--- config.mk ---
export PLATFORM = sky130hd
export DESIGN_NAME = brd_alu
export DESIGN_NICKNAME = d
export VERILOG_FILES = /design/src/brd_pkg.sv /design/src/brd_mul.sv /design/src/brd_alu.sv
export SDC_FILE = /design/constraint.sdc
export NUM_CORES = 2
export LEC_CHECK = 0
export BUFFER_PORTS_ARGS = -buffer_cell sky130_fd_sc_hd__buf_2
export CAP_MARGIN = 20
export CORE_ASPECT_RATIO = 0.7
export CORE_MARGIN = 2
export CORE_UTILIZATION = 63
export CTS_BUF_LIST = sky130_fd_sc_hd__clkbuf_8
export CTS_CLUSTER_DIAMETER = 30
export DETAILED_ROUTE_END_ITERATION = 8
export PLACE_DENSITY = 0.84
export SLEW_MARGIN = 20
export SYNTH_ARGS = -nofsm -noshare
export SYNTH_HDL_FRONTEND = slang
export SYNTH_HIERARCHICAL = 1
export SYNTH_SLANG_ARGS = --single-unit
--- constraint.sdc ---
create_clock -name i_clk -period 31.4 [get_ports i_clk]
set_input_delay 6.28 -clock i_clk [delete_from_list [all_inputs] [get_ports i_clk]]
set_output_delay 6.28 -clock i_clk [all_outputs]
set_load 0.005 [all_outputs]
--- src/brd_pkg.sv ---
// Shared types and constants for the binomial row deviance block.
package brd_pkg;

    localparam int          SUM_Y_W   = 28;
    localparam int          SUM_N_W   = 29;
    localparam int          ACC_W     = 56;
    localparam int          DEV_W     = 48;
    localparam int          LOG2_FRAC = 40;
    localparam int          EXP_W     = 6;
    localparam logic [63:0] LN2_Q63   = 64'h58B9_0BFB_E8E7_BCD5;
    localparam logic [63:0] SUM_Y_MAX = (64'd1 << SUM_Y_W) - 64'd1;
    localparam logic [63:0] SUM_N_MAX = (64'd1 << SUM_N_W) - 64'd1;
    localparam logic [63:0] ACC_MAX   = (64'd1 << ACC_W) - 64'd1;
    localparam logic [63:0] DEV_MAX   = (64'd1 << DEV_W) - 64'd1;

    typedef enum logic {
        ALU_LN,
        ALU_MUL
    } t_alu_op;

    typedef struct packed {
        logic        start;
        t_alu_op     op;
        logic [63:0] a;
        logic [63:0] b;
    } t_alu_req;

    typedef struct packed {
        logic        done;
        logic [63:0] value;
    } t_alu_rsp;

endpackage

--- src/brd_mul.sv ---
// Shared 32x32 multiplier with a registered product.
module brd_mul (
    input  logic        i_clk,
    input  logic [31:0] i_a,
    input  logic [31:0] i_b,
    output logic [63:0] o_p
);

    logic [63:0] r_p;

    always_ff @(posedge i_clk) begin
        r_p <= i_a * i_b;
    end

    assign o_p = r_p;

endmodule

--- src/brd_alu.sv ---
// Iterative log and wide multiply unit built around the shared multiplier.
module brd_alu
    import brd_pkg::*;
#(
    parameter int XW             = 29,
    parameter int LOG_FRAC_BITS  = 20
) (
    input  logic     i_clk,
    input  logic     i_rst_n,
    input  t_alu_req i_req,
    output t_alu_rsp o_rsp
);

    localparam int RND = 38 - LOG_FRAC_BITS;
    localparam int SHR = 39 - LOG_FRAC_BITS;

    typedef enum logic [2:0] {
        A_IDLE,
        A_NORM,
        A_SQ,
        A_MUL,
        A_FIN
    } t_astate;

    t_astate        r_state;
    t_alu_op        r_op;
    logic [XW-1:0]  r_m;
    logic [EXP_W-1:0] r_e;
    logic [31:0]    r_mant;
    logic [LOG2_FRAC-1:0] r_frac;
    logic [5:0]     r_cnt;
    logic           r_ph;
    logic [1:0]     r_k;
    logic [63:0]    r_a64;
    logic [63:0]    r_b64;
    logic [127:0]   r_acc;
    t_alu_rsp       r_rsp;

    logic [31:0]    mul_a;
    logic [31:0]    mul_b;
    logic [63:0]    mul_p;
    logic [32:0]    sq;
    logic [31:0]    n_mant;
    logic [LOG2_FRAC-1:0] n_frac;
    logic [31:0]    mant_init;
    logic [127:0]   part;
    logic [63:0]    hi;
    logic [63:0]    ln_val;
    logic [63:0]    mul_val;

    brd_mul u_mul (
        .i_clk (i_clk),
        .i_a   (mul_a),
        .i_b   (mul_b),
        .o_p   (mul_p)
    );

    always_comb begin
        if (r_state == A_SQ) begin
            mul_a = r_mant;
            mul_b = r_mant;
        end else begin
            mul_a = r_k[1] ? r_a64[63:32] : r_a64[31:0];
            mul_b = r_k[0] ? r_b64[63:32] : r_b64[31:0];
        end
        sq        = mul_p[63:31];
        n_mant    = sq[32] ? sq[32:1] : sq[31:0];
        n_frac    = {r_frac[LOG2_FRAC-2:0], sq[32]};
        mant_init = 32'({r_m, 32'd0} >> XW);
        part      = 128'(mul_p) << (7'(r_k[1]) * 7'd32 + 7'(r_k[0]) * 7'd32);
        hi        = r_acc[127:64];
        ln_val    = (hi + (64'd1 << RND)) >> SHR;
        mul_val   = (hi != 64'd0) ? '1 : r_acc[63:0];
    end

    always_ff @(posedge i_clk) begin
        if (!i_rst_n) begin
            r_state    <= A_IDLE;
            r_rsp.done <= 1'b0;
        end else begin
            r_rsp.done <= 1'b0;
            unique case (r_state)
                A_IDLE: begin
                    if (i_req.start) begin
                        r_op  <= i_req.op;
                        r_acc <= '0;
                        r_k   <= 2'd0;
                        r_ph  <= 1'b0;
                        if (i_req.op == ALU_LN) begin
                            r_m     <= i_req.a[XW-1:0];
                            r_e     <= EXP_W'(XW - 1);
                            r_state <= A_NORM;
                        end else begin
                            r_a64   <= i_req.a;
                            r_b64   <= i_req.b;
                            r_state <= A_MUL;
                        end
                    end
                end
                A_NORM: begin
                    if (r_m[XW-1]) begin
                        r_mant  <= mant_init;
                        r_frac  <= '0;
                        r_cnt   <= 6'd0;
                        r_ph    <= 1'b0;
                        r_state <= A_SQ;
                    end else begin
                        r_m <= r_m << 1;
                        r_e <= r_e - EXP_W'(1);
                    end
                end
                A_SQ: begin
                    r_ph <= ~r_ph;
                    if (r_ph) begin
                        r_mant <= n_mant;
                        r_frac <= n_frac;
                        r_cnt  <= r_cnt + 6'd1;
                        if (r_cnt == 6'(LOG2_FRAC - 1)) begin
                            r_a64   <= 64'({r_e, n_frac});
                            r_b64   <= LN2_Q63;
                            r_acc   <= '0;
                            r_k     <= 2'd0;
                            r_state <= A_MUL;
                        end
                    end
                end
                A_MUL: begin
                    r_ph <= ~r_ph;
                    if (r_ph) begin
                        r_acc <= r_acc + part;
                        r_k   <= r_k + 2'd1;
                        if (r_k == 2'd3) begin
                            r_state <= A_FIN;
                        end
                    end
                end
                A_FIN: begin
                    r_rsp.done  <= 1'b1;
                    r_rsp.value <= (r_op == ALU_LN) ? ln_val : mul_val;
                    r_state     <= A_IDLE;
                end
                default: r_state <= A_IDLE;
            endcase
        end
    end

    assign o_rsp = r_rsp;

endmodule

==> summary.md <==
| Metric | Value |
|---|---|
| Iter 0 DRT Violations | `6594` |
| Post-Syn Instances | `6843` |
| Worst r2r src | `r_state[0]$_SDFFE_PN0P_` |
| Routed WL | `207900 µm` |
| Register area | `14460 µm²` |
| Crit-path max FO | `215` |
| CP Class | `reg2reg` |
| Final Non-Filler Cells | `8283` |
| Initial Util | `0.6371` |
| CTS resizes | `0` |
| R2r worst-path depth | `26` |
| PortBufs | `196` |
| Cells after DPL | `8073` |
| WL per Instance | `25.10 µm` |
| Critical Path RT | `32.16 ns` |
| Worst-Margin Slew | `1.292 ns` |
| Most frequent cell after synthesis | `inv_1` |
| P&R area growth vs syn | `7.115%` |
| Hold WS | `0.5251 ns` |
| Antenna-violating nets left | `0` |
| Post-synth top area cell | `fa_1` |
| GRT Residual Overflow | `0` |
| # setup viols final | `0` |
| Die Y | `270.6 µm` |
| Worst Setup End Kind | `flop` |
| CTS Buffer Depth | `3` |
| Floorplan Core Area | `100400 µm²` |
| Fmax | `92.86 MHz` |
| Number of vias per cell | `6.233` |
| Final Cycle Share | `0.3430` |
| Status | `finished, final reports clean` |
| Nets@finish | `8269` |
| Initial antenna violation count | `11` |
| CTS tree | `yes` |
| Post-synthesis sequential area ratio | `0.2260` |
| Clock buffer count from CTS | `103` |
| Fillers | `7660` |
| Row cnt | `97` |
| Clk_lat worst skew | `0.84 ns` |
| Clock skew | `0.08152 ns` |
| Die Wd | `384.8 µm` |
| Critical Path Most Common Cell | `fa_1` |
| Worst EP arrival | `11.53 ns` |
| Syn. warnings | `6` |
| H-tree lvl count | `3` |
| EDFF count, synth | `436` |
| Post-Synthesis Cell Area | `63940 µm²` |
| Post-synthesis cell type count | `95` |
| Final core utilization | `0.6824` |
| DP Wirelength | `163500 µm` |
| Post-route DRC | `0` |
| Gp weighted congestion | `1.034` |
| Hold crit path type | `reg2reg` |
| Synthesized Nets | `8268` |
| Most used DFF post-synth | `edfxtp_1` |
| Setup TNS | `0 ns` |
| Hold buffer count at cts | `0` |
| Yosys reg bits | `504` |
| Crit Reg-Reg Endpoint | `u_mul/o_p[63]$_DFF_P_` |
| RSZ-0062 raised after global routing | `no` |
| Slew HR | `0.1305` |
| Post-synth top area share | `0.2808` |
| Final min period | `10.77 ns` |
| CTS Root Buffer Type | `clkbuf_8` |
| CP peak stage delay | `0.90 ns` |
| Multi-input gate area | `44920 µm²` |
| Crit-path slowest cell | `nand2b_4` |
| Reg-to-reg setup timing slack | `20.63 ns` |
| Fin. Hold Viols | `0` |
| Worst setup SP type | `flop` |
| Gr usage total | `0.4071` |
| Mean Syn Cell Area | `9.344 µm²` |
| Most frequent cells after synthesis | `912 x inv_1, 897 x fa_1, 744 x nand2_1` |
| Sink Count | `504` |
| Critical Path Sink | `u_mul/o_p[63]$_DFF_P_` |
| Number of global-route vias before repair | `51680` |
| Synth top area cells | `fa_1 28%, edfxtp_1 20%, ha_1 7.7%` |
| First-pass GRT wire length | `317400 µm` |
| Die area | `104100 µm²` |
| Max cap viols | `0` |
| Post-CTS setup buffer count | `0` |
| DRT Pass-1 Iters | `9` |
| Asr flop ratio synth | `0` |
| Layout cells sized above 1 | `0.08624` |
| Total number of vias | `51630` |
| Pin count of the biggest net entering global routing | `216` |
| Clock Pin Slew Worst Setup and Hold Paths | `0.07 ns` |
| I/O pins | `197` |
| Slew Limit Fails | `0` |
| Crit. Startpoint | `r_state[0]$_SDFFE_PN0P_` |
## worst min path at each step
stage,start,to,slack [ns],depth (start not counted)
after floorplan,r_frac[38]$_SDFFCE_PN0P_,r_a64[39]$_DFFE_PP_,0.48,2
after global placement,r_frac[38]$_SDFFCE_PN0P_,r_a64[39]$_DFFE_PP_,0.49,2
after detailed placement,r_frac[38]$_SDFFCE_PN0P_,r_a64[39]$_DFFE_PP_,0.50,2
after CTS,r_frac[38]$_SDFFCE_PN0P_,r_a64[39]$_DFFE_PP_,0.52,2
after global routing,r_frac[38]$_SDFFCE_PN0P_,r_a64[39]$_DFFE_PP_,0.57,2
final,r_frac[38]$_SDFFCE_PN0P_,r_a64[39]$_DFFE_PP_,0.53,2
## cells in the final DEF (no fill, tap or decap), types with 79 or more instances in the layout
| cell | synthesis | final |
|---|---|---|
| inv_1 | 912 | 931 |
| fa_1 | 897 | 897 |
| nand2_1 | 744 | 742 |
| and2_1 | 741 | 741 |
| nor2_1 | 448 | 445 |
| edfxtp_1 | 436 | 436 |
| ha_1 | 396 | 395 |
| a21oi_1 | 371 | 306 |
| buf_2 | 5 | 196 |
| o21ai_0 | 179 | 179 |
| a21o_1 | 137 | 137 |
| mux2i_1 | 136 | 136 |
| xnor2_1 | 132 | 132 |
| clkbuf_8 | 1 | 113 |
| nand4_1 | 93 | 93 |
| xor2_1 | 92 | 92 |
| buf_4 | 3 | 88 |
| nand2b_1 | 80 | 79 |
## sequential cells by signal, indices dropped and copies added (netlist names)
signal,flops
r_ph,1
r_b64,64
r_m,29
o_rsp,65
r_k,2
r_state,3
u_mul/o_p,64
r_e,6
r_cnt,6
r_acc,128
r_a64,64
r_op,1
r_frac,39
r_mant,32
## metrics by stage
step / setup WS, ns / area, µm²
after floorplan: 11.70 / 63940
after global placement: 21.38 / 66100
after detailed placement: 21.02 / 66110
after CTS: 20.97 / 68440
after global routing: 20.17 / 68460
final: 20.63 / 68490
## worst max-delay path, delay by kind of cell, from the launching register on
family,cells,cell delay (ns)
and+or+nand+nor,3,1.31
DFF,1,0.73
buffers and inverters,4,1.18
AOI/OAI and AO/OA,9,2.69
adders and majority gates,9,4.39
xor gates and xnor gates,1,0.15
## cell type report
cell class	count	area share
inverters	912	0.04998
diodes	13	0.0004750
multi-input cells	5038	0.6559
repair buffers	285	0.02426
clock buffers	113	0.02271
flip-flops and latches	504	0.2110
clock inverters	82	0.01127
well taps	1336	0.02441
## routing by layer
metal / vias to the layer above / wire [µm] / GRT usage
met2: 3550 / 82170 / 0.5378
met1: 25520 / 86830 / 0.6175
met5: - / 34 / 0
li1: 22130 / - / -
met3: 422 / 32760 / 0.1576
met4: 6 / 6131 / 0.1125
## cells by family after synthesis
family	after synthesis	share of synthesized area
AO/OA/AOI/OAI	1024	0.1031
flip-flops	504	0.2260
XOR/XNOR	224	0.03068
multiplexers	136	0.02129
AND/OR/NAND/NOR	2361	0.1837
adder cells (fa/ha/maj)	1293	0.3583
buffers and inverters	1301	0.07692
Power is left out: the tool's default activity adds up to more than one toggle a clock period on the data nets, which glitch-free logic cannot reach.
